## src/hdl/rdc_pkg.sv

```systemverilog
// ----------------------------------------------------------------------------
// Radix digit converter package
// Widths, defaults, sequencer states, divider status and the digit alphabet.
// ----------------------------------------------------------------------------
package rdc_pkg;

   localparam int VALUE_BITS_DEFAULT = 64;
   localparam int MAX_DIGITS_DEFAULT = 64;

   localparam int VALUE_W = 64;
   localparam int RADIX_W = 8;
   localparam int CHAR_W  = 8;
   localparam int DIGIT_W = 6;

   localparam logic [RADIX_W-1:0] RADIX_MIN = 8'd2;
   localparam logic [RADIX_W-1:0] RADIX_MAX = 8'd62;

   typedef enum logic [2:0] {
      ST_IDLE,
      ST_BAD,
      ST_DIV_START,
      ST_DIV_WAIT,
      ST_FETCH,
      ST_EMIT
   } state_type;

   typedef struct packed {
      logic busy;
      logic done;
   } div_status_type;

   // Maps a digit value onto 0-9, A-Z, a-z; codes beyond the alphabet give '0'.
   function automatic logic [CHAR_W-1:0] digit_to_ascii(input logic [DIGIT_W-1:0] d);
      logic [CHAR_W-1:0] c;
      if (d < 6'd10) begin
         c = 8'h30 + {2'b00, d};
      end else if (d < 6'd36) begin
         c = 8'h37 + {2'b00, d};
      end else if (d < 6'd62) begin
         c = 8'h3D + {2'b00, d};
      end else begin
         c = 8'h30;
      end
      return c;
   endfunction

endpackage

```

## src/hdl/rdc_divider.sv

```systemverilog
// ----------------------------------------------------------------------------
// Radix digit converter divider
// Restoring shift-subtract divider, one quotient bit per clock.
// ----------------------------------------------------------------------------
module rdc_divider #(
   parameter int VALUE_BITS = rdc_pkg::VALUE_BITS_DEFAULT
) (
   input  logic                           clock,
   input  logic                           reset,
   input  logic                           start,
   input  logic [VALUE_BITS-1:0]          dividend,
   input  logic [rdc_pkg::DIGIT_W-1:0]    divisor,
   output rdc_pkg::div_status_type        status,
   output logic [VALUE_BITS-1:0]          quotient,
   output logic [rdc_pkg::DIGIT_W-1:0]    remainder
);

   localparam int STEP_W = $clog2(VALUE_BITS + 1);

   logic                          busy_ff, busy_in;
   logic                          done_ff, done_in;
   logic [STEP_W-1:0]             step_ff, step_in;
   logic [VALUE_BITS-1:0]         quo_ff, quo_in;
   logic [rdc_pkg::DIGIT_W-1:0]   rem_ff, rem_in;
   logic [rdc_pkg::DIGIT_W-1:0]   div_ff, div_in;

   logic [rdc_pkg::DIGIT_W:0]     trial;
   logic [rdc_pkg::DIGIT_W:0]     diff;
   logic                          fits;

   // The partial remainder stays below the divisor, so six bits plus the
   // incoming dividend bit are always enough.
   assign trial = {rem_ff, quo_ff[VALUE_BITS-1]};
   assign fits  = (trial >= {1'b0, div_ff});
   assign diff  = trial - {1'b0, div_ff};

   always_comb begin
      busy_in = busy_ff;
      done_in = 1'b0;
      step_in = step_ff;
      quo_in  = quo_ff;
      rem_in  = rem_ff;
      div_in  = div_ff;
      if (start) begin
         busy_in = 1'b1;
         step_in = STEP_W'(VALUE_BITS);
         quo_in  = dividend;
         rem_in  = '0;
         div_in  = divisor;
      end else if (busy_ff) begin
         quo_in  = {quo_ff[VALUE_BITS-2:0], fits};
         rem_in  = fits ? diff[rdc_pkg::DIGIT_W-1:0] : trial[rdc_pkg::DIGIT_W-1:0];
         step_in = step_ff - STEP_W'(1);
         if (step_ff == STEP_W'(1)) begin
            busy_in = 1'b0;
            done_in = 1'b1;
         end
      end
   end

   always_ff @(posedge clock) begin
      if (reset) begin
         busy_ff <= 1'b0;
         done_ff <= 1'b0;
         step_ff <= '0;
      end else begin
         busy_ff <= busy_in;
         done_ff <= done_in;
         step_ff <= step_in;
      end
   end

   always_ff @(posedge clock) begin
      quo_ff <= quo_in;
      rem_ff <= rem_in;
      div_ff <= div_in;
   end

   assign status    = '{busy: busy_ff, done: done_ff};
   assign quotient  = quo_ff;
   assign remainder = rem_ff;

endmodule

```

## src/hdl/radix_digit_converter.sv

```systemverilog
// ----------------------------------------------------------------------------
// Radix digit converter
// Turns an unsigned number into ASCII digits in a radix from 2 to 62.
// ----------------------------------------------------------------------------
// One number is taken at a time; req_tready is high only while the block is
// idle. Each digit is worked out in the shared one-bit-per-clock divider, and
// each character is then sent through a read of the digit memory, then the
// output register. Zero gives the single character '0' and a radix outside
// 2..62 gives one word with tuser set and tdata zero. Numbers needing more
// than MAX_DIGITS digits lose the most significant ones. The output register
// lets the next number be taken while the last word waits.
// ----------------------------------------------------------------------------
module radix_digit_converter #(
   parameter int VALUE_BITS = rdc_pkg::VALUE_BITS_DEFAULT,
   parameter int MAX_DIGITS = rdc_pkg::MAX_DIGITS_DEFAULT
) (
   input  logic                                          clock,
   input  logic                                          reset,
   input  logic                                          req_tvalid,
   output logic                                          req_tready,
   // value [63:0], radix [71:64]
   input  logic [rdc_pkg::VALUE_W+rdc_pkg::RADIX_W-1:0]  req_tdata,
   output logic                                          rsp_tvalid,
   input  logic                                          rsp_tready,
   // digit_char [7:0]
   output logic [rdc_pkg::CHAR_W-1:0]                    rsp_tdata,
   output logic                                          rsp_tlast,
   // bad_radix [0]
   output logic                                          rsp_tuser
);

   localparam int IDX_W = $clog2(MAX_DIGITS);
   localparam int CNT_W = $clog2(MAX_DIGITS + 1);

   rdc_pkg::state_type               state_ff, state_in;
   logic [VALUE_BITS-1:0]            quot_ff, quot_in;
   logic [rdc_pkg::DIGIT_W-1:0]      radix_ff, radix_in;
   logic [CNT_W-1:0]                 count_ff, count_in;
   logic [IDX_W-1:0]                 rd_idx_ff, rd_idx_in;
   logic                             rsp_tvalid_ff, rsp_tvalid_in;
   logic [rdc_pkg::CHAR_W-1:0]       rsp_tdata_ff, rsp_tdata_in;
   logic                             rsp_tlast_ff, rsp_tlast_in;
   logic                             rsp_tuser_ff, rsp_tuser_in;

   logic [rdc_pkg::DIGIT_W-1:0]      digit_mem [MAX_DIGITS];
   logic [rdc_pkg::DIGIT_W-1:0]      rd_data_ff;
   logic                             wr_en;
   logic [IDX_W-1:0]                 wr_addr;
   logic [rdc_pkg::DIGIT_W-1:0]      wr_data;

   logic [rdc_pkg::VALUE_W-1:0]      req_value;
   logic [rdc_pkg::RADIX_W-1:0]      req_radix;
   logic [VALUE_BITS-1:0]            value_masked;
   logic                             radix_bad;
   logic                             out_free;

   logic                             div_start;
   rdc_pkg::div_status_type          div_status;
   logic [VALUE_BITS-1:0]            div_quotient;
   logic [rdc_pkg::DIGIT_W-1:0]      div_remainder;

   assign req_value    = req_tdata[rdc_pkg::VALUE_W-1:0];
   assign req_radix    = req_tdata[rdc_pkg::VALUE_W +: rdc_pkg::RADIX_W];
   assign value_masked = req_value[VALUE_BITS-1:0];
   assign radix_bad    = (req_radix < rdc_pkg::RADIX_MIN) || (req_radix > rdc_pkg::RADIX_MAX);
   assign out_free     = !rsp_tvalid_ff || rsp_tready;

   rdc_divider #(
      .VALUE_BITS (VALUE_BITS)
   ) u_divider (
      .clock     (clock),
      .reset     (reset),
      .start     (div_start),
      .dividend  (quot_ff),
      .divisor   (radix_ff),
      .status    (div_status),
      .quotient  (div_quotient),
      .remainder (div_remainder)
   );

   always_comb begin
      state_in      = state_ff;
      quot_in       = quot_ff;
      radix_in      = radix_ff;
      count_in      = count_ff;
      rd_idx_in     = rd_idx_ff;
      wr_en         = 1'b0;
      wr_addr       = count_ff[IDX_W-1:0];
      wr_data       = div_remainder;
      div_start     = 1'b0;
      req_tready    = 1'b0;
      rsp_tvalid_in = rsp_tvalid_ff && !rsp_tready;
      rsp_tdata_in  = rsp_tdata_ff;
      rsp_tlast_in  = rsp_tlast_ff;
      rsp_tuser_in  = rsp_tuser_ff;
      unique case (state_ff)
         rdc_pkg::ST_IDLE: begin
            req_tready = 1'b1;
            if (req_tvalid) begin
               if (radix_bad) begin
                  state_in = rdc_pkg::ST_BAD;
               end else begin
                  quot_in  = value_masked;
                  radix_in = req_radix[rdc_pkg::DIGIT_W-1:0];
                  count_in = '0;
                  if (value_masked == '0) begin
                     // Zero still yields one digit.
                     wr_en     = 1'b1;
                     wr_addr   = '0;
                     wr_data   = '0;
                     count_in  = CNT_W'(1);
                     rd_idx_in = '0;
                     state_in  = rdc_pkg::ST_FETCH;
                  end else begin
                     state_in = rdc_pkg::ST_DIV_START;
                  end
               end
            end
         end
         rdc_pkg::ST_BAD: begin
            if (out_free) begin
               rsp_tvalid_in = 1'b1;
               rsp_tdata_in  = '0;
               rsp_tlast_in  = 1'b1;
               rsp_tuser_in  = 1'b1;
               state_in      = rdc_pkg::ST_IDLE;
            end
         end
         rdc_pkg::ST_DIV_START: begin
            if (!div_status.busy) begin
               div_start = 1'b1;
               state_in  = rdc_pkg::ST_DIV_WAIT;
            end
         end
         rdc_pkg::ST_DIV_WAIT: begin
            if (div_status.done) begin
               wr_en     = 1'b1;
               quot_in   = div_quotient;
               count_in  = count_ff + CNT_W'(1);
               rd_idx_in = count_ff[IDX_W-1:0];
               if ((div_quotient == '0) || (count_ff == CNT_W'(MAX_DIGITS - 1))) begin
                  state_in = rdc_pkg::ST_FETCH;
               end else begin
                  state_in = rdc_pkg::ST_DIV_START;
               end
            end
         end
         rdc_pkg::ST_FETCH: begin
            // The digit memory is read at this edge into rd_data_ff, which ST_EMIT uses.
            state_in = rdc_pkg::ST_EMIT;
         end
         rdc_pkg::ST_EMIT: begin
            if (out_free) begin
               rsp_tvalid_in = 1'b1;
               rsp_tdata_in  = rdc_pkg::digit_to_ascii(rd_data_ff);
               rsp_tlast_in  = (rd_idx_ff == '0);
               rsp_tuser_in  = 1'b0;
               if (rd_idx_ff == '0) begin
                  state_in = rdc_pkg::ST_IDLE;
               end else begin
                  rd_idx_in = rd_idx_ff - IDX_W'(1);
                  state_in  = rdc_pkg::ST_FETCH;
               end
            end
         end
         default: begin
            state_in = rdc_pkg::ST_IDLE;
         end
      endcase
   end

   always_ff @(posedge clock) begin
      if (reset) begin
         state_ff      <= rdc_pkg::ST_IDLE;
         quot_ff       <= '0;
         count_ff      <= '0;
         rsp_tvalid_ff <= 1'b0;
      end else begin
         state_ff      <= state_in;
         quot_ff       <= quot_in;
         count_ff      <= count_in;
         rsp_tvalid_ff <= rsp_tvalid_in;
      end
   end

   always_ff @(posedge clock) begin
      radix_ff     <= radix_in;
      rd_idx_ff    <= rd_idx_in;
      rsp_tdata_ff <= rsp_tdata_in;
      rsp_tlast_ff <= rsp_tlast_in;
      rsp_tuser_ff <= rsp_tuser_in;
   end

   // Digit memory: least significant digit at the lowest address.
   always_ff @(posedge clock) begin
      if (wr_en) begin
         digit_mem[wr_addr] <= wr_data;
      end
      rd_data_ff <= digit_mem[rd_idx_ff];
   end

   assign rsp_tvalid = rsp_tvalid_ff;
   assign rsp_tdata  = rsp_tdata_ff;
   assign rsp_tlast  = rsp_tlast_ff;
   assign rsp_tuser  = rsp_tuser_ff;

endmodule

```

## config.mk

```make
export PLATFORM = sky130hd
export DESIGN_NAME = radix_digit_converter
export DESIGN_NICKNAME = d
export VERILOG_FILES = /design/src/hdl/rdc_pkg.sv /design/src/hdl/rdc_divider.sv /design/src/hdl/radix_digit_converter.sv
export SDC_FILE = /design/constraint.sdc
export NUM_CORES = 1
export LEC_CHECK = 0
export ABC_AREA = 1
export BUFFER_PORTS_ARGS = -buffer_cell sky130_fd_sc_hd__buf_2
export CAP_MARGIN = 5
export CELL_PAD_IN_SITES_DETAIL_PLACEMENT = 0
export CELL_PAD_IN_SITES_GLOBAL_PLACEMENT = 2
export CORE_MARGIN = 5
export CORE_UTILIZATION = 39
export DETAILED_ROUTE_END_ITERATION = 16
export PLACE_DENSITY = 0.81
export SLEW_MARGIN = 30
export SYNTH_ARGS = -nofsm -noshare
export SYNTH_HDL_FRONTEND = slang
export SYNTH_SLANG_ARGS = --single-unit
```

## constraint.sdc

```tcl
create_clock -name clock -period 5.2 [get_ports clock]
set_input_delay 1.04 -clock clock [delete_from_list [all_inputs] [get_ports clock]]
set_output_delay 1.04 -clock clock [all_outputs]
set_load 0.01 [all_outputs]
```

==> impl_metrics.yaml, run 1 <==
routing:
  first_iter_violations: 1519
  met1_length_um: 28640
  ant_nets: 0
  vias_per_cell: 5.232
  wl_met3_um: 4139
  drt_pass1_iterations: 5
  routed_wl_um: 64740
  wire_per_inst_um: 19.40
  vias: 17460
  drc_errors: 0
  top_layer_used: "met5"
  route.met2.wl_um: 30260
synthesis:
  synthMostInstantiatedCell: "nand2_1"
  synthTopCellsByArea: "edfxtp_1 (58%), nand2_1 (8.0%), dfxtp_1 (7.8%), nor2_1 (5.5%), o21ai_0 (5.3%)"
  synth_warnings: 0
  synth.cell_area_um2: 24490
  synth_commonest_cells: "nand2_1 (519), edfxtp_1 (475), nor2_1 (358)"
  synth.distinct_cells: 42
  avgSynthCellArea_um2: 10.19
  ys_async_sr_fraction_pct: 0
  yosysSeqAreaShare_pct: 66.09
  synthesis.nets: 2495
  synth.top_cell.area_share_pct: 58.25
  ys_ff_latch: 571
  yosysTopAreaCell: "edfxtp_1"
  ys.flop_type: "edfxtp_1"
  synth_edf_count: 475
  syn_inst: 2403
final_layout:
  diodes: 0
  fin_nets: 2541
  drive_gt1_share_pct: 9.640
  fill_cells: 5902
  multiInputGateArea_um2: 7234
  synthToLayoutAreaGrowth_pct: 13.59
  regArea_um2: 16190
clocking:
  cts_buffers: 59
  cts-resized-gates: 0
  cts.path.max_buffers: 3
  ctsRootBufferMaster: "clkbuf_16"
  post_cts.repair.setup_buffers: 0
  cts_num_sinks: 571
  cts_tree: "built"
  clock_latency_ps: 630
  clk_pin_slew_ps: 60
  htree_levels: 2
  cts_hold_buf: 0
setup_path:
  crit_family: "simple AND/OR/NAND/NOR gates"
  end_kind: "flop"
  cp-start-kind: "flop"
  critical_path_class: "flop to flop"
  cpPeakStageDelay_ps: 710
  crit_required_ps: 5460
  crit_chain: "inv_2 -> nor3_4 -> nand2_1 -> o41ai_1 -> inv_1 -> nor2_1"
  cp_slowest_cell: "o41ai_1"
  worstPathArrival_ps: 3710
  critical_path_buf_inv_count: 2
  crit_path_max_fanout: 16
timing:
  final.setup.tns_ps: 0
  relSlewSlack_pct: 34.76
  hold_viol: 0
  period_share_pct: 66.34
  worstMarginPinSlew_ps: 978.6
  fmax_mhz: 289.9
  setup_viol: 0
  slew_viol_final: 0
  skew_ps: 34.22
  final.min_clock_period_ps: 3450
  grt_setup_unrepaired: "no"
power_and_ir_drop:
  power.density_nw_per_um2: 441.7
  max-vdd-ir-drop_v: 0.0002930
  p_leak_nw: 9.966
  fin_total_pwr_mw: 12.29
die:
  ioPinCount: 88
  design.core.area_um2: 61940
  fp.dieH_um: 260.6
  dieWidth_um: 260.6
  fp-row-count: 91
  start_util_pct: 39.54
  dieArea_um2: 67900
global_route:
  grt-ovfl-total: 0
  grt_max_degree: 200
  antenna_found_initial: 2
  grt_pass1_vias: 17180
  grtUsageTotal_pct: 18.77
  grt_first_pass_wirelength_um: 99870
outcome:
  status: "complete, no violations"
placement:
  gp_congestion: 0.7865
  portBuffers: 86
  dp_hpwl_um: 39370
hold_path:
  min_path_type: "flop to flop"
flow_run:
  maxCapViolations: 0
[worst reg2reg max path, cell delays in order (launching register included)]
cell     delay, ps
dfxtp_1        380
inv_2           70
nor3_4         580
nand2_1        290
o41ai_1        710
inv_1          460
nor2_1         610
[cells by family (layout without fill, tap and decap cells)]
logic type | after synthesis | after routing | synth area share [%]
compound gates | 519 | 519 | 11.88
xor+xnor | 10 | 10 | 0.3577
fa+ha+maj | 16 | 16 | 0.8482
buf+inv | 290 | 387 | 4.609
flops | 571 | 571 | 66.09
mux | 6 | 6 | 0.2453
other cells | 1 | 1 | 0.01531
simple gates | 990 | 990 | 15.95
[state kept, by name, indices dropped and copies added (netlist names), 3 cells and up]
signal and count:
u_divider.remainder 6, u_divider.step_ff 7, digit_mem 384, quot_ff 64
u_divider.div_ff 6, state_ff 3, rsp_tdata 7, rd_idx_ff 6
count_ff 7, rd_data_ff 6, u_divider.quotient 64, radix_ff 6
[placed cells by master, fill, tap and decap left out, types with 6 or more instances in the layout]
master | netlist | routed
edfxtp_1 | 475 | 475
a21oi_1 | 63 | 63
nand3_1 | 71 | 71
dfxtp_1 | 96 | 96
buf_4 | 3 | 28
o221ai_1 | 22 | 22
o21ai_0 | 257 | 257
buf_2 | 23 | 86
nor3_1 | 18 | 18
clkinv_2 | 0 | 14
a211oi_1 | 10 | 10
o22ai_1 | 32 | 32
inv_1 | 147 | 145
nand4_1 | 11 | 11
nand2_1 | 519 | 517
xor2_1 | 8 | 8
a31oi_1 | 67 | 67
bufinv_16 | 0 | 8
clkinvlp_4 | 0 | 8
nor2_4 | 1 | 8
ha_1 | 15 | 15
o21ai_1 | 37 | 37
clkinv_1 | 5 | 10
clkbuf_1 | 101 | 10
clkbuf_16 | 0 | 61
nor2_1 | 358 | 350
o211ai_1 | 20 | 20
mux2i_1 | 6 | 6
[worst paths after layout]
path	startpoint	to	slack, ps	cells after the start
setup / recovery	state_ff[0]	digit_mem[24][2]	1750	6
hold / removal	radix_ff[2]	u_divider.div_ff[2]	420	0
hold reg to reg	radix_ff[2]	u_divider.div_ff[2]	420	0
setup reg to reg	state_ff[0]	digit_mem[24][2]	1750	6
[per-stage QoR]
step	worst slack, ps	instance area [µm²]	util (%)	hold slack [ps]	cells
after detailed placement	1092	25750	41.57	415.6	3224
after global routing	1454	27820	44.91	433.2	3337
after global placement	1139	25720	41.52	407.8	3223
after floorplan	1470	24490	-	400.3	2403
after CTS	1690	27800	44.88	429.1	3336
final	1750	27820	44.91	424.9	3337
[routing by layer]
metal | global-route usage [%] | vias up
li1 | - | 8435
met1 | 25.78 | 8443
met2 | 30.83 | 478
met3 | 3.396 | 99
met4 | 5.269 | 4
met5 | 0 | -
[report_power, final]
group / internal [mW] / total (mW) / switching (mW)
logic: 0.525 / 2.02 / 1.50
registers: 5.64 / 5.84 / 0.201
clock network: 2.62 / 4.42 / 1.80
total: 8.79 / 12.3 / 3.50
[cell type report]
class	instances	share of cell area [%]
clock inverter	36	1.502
sequential	571	58.19
clock buffer	76	5.870
inverter	158	2.155
tap	837	3.765
timing repair buffer	117	2.514
multi-input combinational	1542	26.01
No activity file was read; power rests on OpenSTA's default activity.
==> inputs of run 2 (changes only) <==
--- a/config.mk
+++ b/config.mk
@@ -5,7 +5,7 @@
 export SDC_FILE = /design/constraint.sdc
 export NUM_CORES = 1
 export LEC_CHECK = 0
-export ABC_AREA = 1
+export ABC_AREA = 0
 export BUFFER_PORTS_ARGS = -buffer_cell sky130_fd_sc_hd__buf_2
 export CAP_MARGIN = 5
 export CELL_PAD_IN_SITES_DETAIL_PLACEMENT = 0
@@ -13,7 +13,7 @@
 export CORE_MARGIN = 5
 export CORE_UTILIZATION = 39
 export DETAILED_ROUTE_END_ITERATION = 16
-export PLACE_DENSITY = 0.81
+export PLACE_DENSITY = 0.74
 export SLEW_MARGIN = 30
 export SYNTH_ARGS = -nofsm -noshare
 export SYNTH_HDL_FRONTEND = slang
==> constraint.sdc (replaced) <==
create_clock -name clock -period 3.2 [get_ports clock]
set_input_delay 0.64 -clock clock [delete_from_list [all_inputs] [get_ports clock]]
set_output_delay 0.64 -clock clock [all_outputs]
set_load 0.01 [all_outputs]
==> impl_metrics.yaml, run 2 <==
synthesis:
  avgSynthCellArea_um2: 15.21
  syn_inst: 1553
  yosysSeqAreaShare_pct: 68.51
  yosysTopAreaCell: "edfxtp_1"
  synth.top_cell.area_share_pct: 60.37
  ys_ff_latch: 571
  synth_commonest_cells: "edfxtp_1 (475), nand2_1 (174), nor2_1 (160)"
  synthTopCellsByArea: "edfxtp_1 (60%), mux4_2 (9.2%), dfxtp_1 (8.1%), mux2_2 (3.1%), nand2_1 (2.8%)"
  synth_edf_count: 475
  synth.distinct_cells: 69
  synthMostInstantiatedCell: "edfxtp_1"
  synthesis.nets: 1645
  ys_async_sr_fraction_pct: 0
  synth.cell_area_um2: 23630
  synth_warnings: 0
  ys.flop_type: "edfxtp_1"
setup_path:
  crit_chain: "buf_12 -> mux4_2 -> a22o_1 -> a221oi_1 -> a211oi_1"
  crit_family: "compound AO/OA/AOI/OAI gates"
  reg2reg_to: "rd_data_ff[2]"
  cpPeakStageDelay_ps: 570
  end_kind: "flop"
  crit_required_ps: 3630
  cp_slowest_cell: "mux4_2"
  reg2reg_slack_ps: 510
  ff2ff_path_depth: 5
  cp-endpoint: "rd_data_ff[2]"
  worstReg2RegStart: "rd_idx_ff[0]"
  critical_path_buf_inv_count: 1
  startpoint: "rd_idx_ff[0]"
  critical_path_class: "flop to flop"
  cp-start-kind: "flop"
  crit_path_max_fanout: 43
  worstPathArrival_ps: 3120
  path_depth: 5
final_layout:
  fill_cells: 5367
  fin_nets: 1765
  layout_common_cells: "edfxtp_1 (475), nand2_1 (174), nor2_1 (158)"
  regArea_um2: 16190
  largest_reg_flops: 384
  drive_gt1_share_pct: 25.12
  synthToLayoutAreaGrowth_pct: 15.82
  multiInputGateArea_um2: 6975
  top_register: "digit_mem"
  layout_commonest_cell: "edfxtp_1"
  fin_util_pct: 45.51
  diodes: 0
  fin_area_um2: 27360
clocking:
  cts_hold_buf: 0
  clk_pin_slew_ps: 60
  ctsRootBufferMaster: "clkbuf_16"
  cts_num_sinks: 571
  cts_buffers: 58
  cts-resized-gates: 0
  cts.path.max_buffers: 3
  htree_levels: 2
  post_cts.repair.setup_buffers: 0
  cts_tree: "built"
  clock_latency_ps: 630
die:
  dieArea_um2: 65600
  fp.dieH_um: 256.1
  design.core.area_um2: 60130
  fp-row-count: 90
  start_util_pct: 39.29
  dieWidth_um: 256.1
  ioPinCount: 88
hold_path:
  min_path_type: "input pin to flop"
  min-delay-start: "req_tdata[64]"
timing:
  worstMarginPinSlew_ps: 936.1
  fmax_mhz: 372.0
  grt_setup_unrepaired: "no"
  skew_ps: 30.77
  final.setup.tns_ps: 0
  fin_hold_ws_ps: 236.6
  setup_viol: 0
  fin_ws_ps: 511.5
  period_share_pct: 84.02
  final.min_clock_period_ps: 2689
  relSlewSlack_pct: 37.60
  slew_viol_final: 0
  hold_viol: 0
routing:
  first_iter_violations: 1069
  drt_pass1_iterations: 5
  wire_per_inst_um: 22.95
  drc_errors: 0
  ant_nets: 0
  routed_wl_um: 57420
  vias_per_cell: 5.512
  vias: 13790
global_route:
  grt-ovfl-total: 0
  antenna_found_initial: 1
  grt_first_pass_wirelength_um: 87540
  grt_pass1_vias: 14140
  grt_max_degree: 74
  grtUsageTotal_pct: 17.12
placement:
  placed_area_um2: 25450
  dp_hpwl_um: 37350
  gp_congestion: 0.8171
  pre_cts_slack_ps: -67.88
  portBuffers: 86
power_and_ir_drop:
  power.density_nw_per_um2: 668.5
  p_leak_nw: 9.008
  max-vdd-ir-drop_v: 0.0003775
flow_run:
  maxCapViolations: 0
outcome:
  status: "complete, no violations"
==> run 2: where the power goes <==
part | internal, mW | total (mW) | switching, mW
Combinational | 0.909 | 2.43 | 1.52
Sequential | 8.87 | 9.01 | 0.147
Clock | 4.02 | 6.85 | 2.83
==> run 2: logic make-up after synthesis <==
kind of cell    share of synthesized area, %
compound gates                         6.260
other cells                          0.01587
flops                                  68.51
xor+xnor                              0.6673
buf+inv                                2.140
mux                                    12.63
fa+ha+maj                             0.8791
simple gates                           8.898
==> run 2: metrics by stage <==
stage                     total power, mW  std cells
after CTS                           18.50       2502
final                               18.29       2502
after global routing                18.99       2502
after detailed placement            11.63       2395
after floorplan                     10.43       1553
after global placement              11.59       2395
==> run 2: area by class of cell <==
class / instances / share of cell area, %
clock buffers: 71 / 5.560
clock inverters: 36 / 1.449
inverters: 24 / 0.3292
multi-input cells: 864 / 25.49
flip-flops and latches: 571 / 59.15
well taps: 782 / 3.576
repair buffers: 154 / 4.444
==> run 2: how the worst min path moves through the flow <==
stage	cells past startpoint	slack [ps]	end
final	1	240	radix_ff[0]
after global routing	1	210	radix_ff[0]
after CTS	1	190	radix_ff[0]
after detailed placement	0	410	u_divider.div_ff[0]
after global placement	0	410	u_divider.div_ff[1]
after floorplan	0	400	u_divider.div_ff[0]
==> run 2: metal layers <==
metal  wire (µm)  GRT usage, %  vias to the layer above  share of wire [%]
met4        1245         4.528                        2                2.2
met5           7             0                        -              0.012
met2       26960         27.27                      392                 47
met1       25820         24.56                     6998                 45
met3        3382         2.989                       88                5.9
li1            -             -                     6311                  -
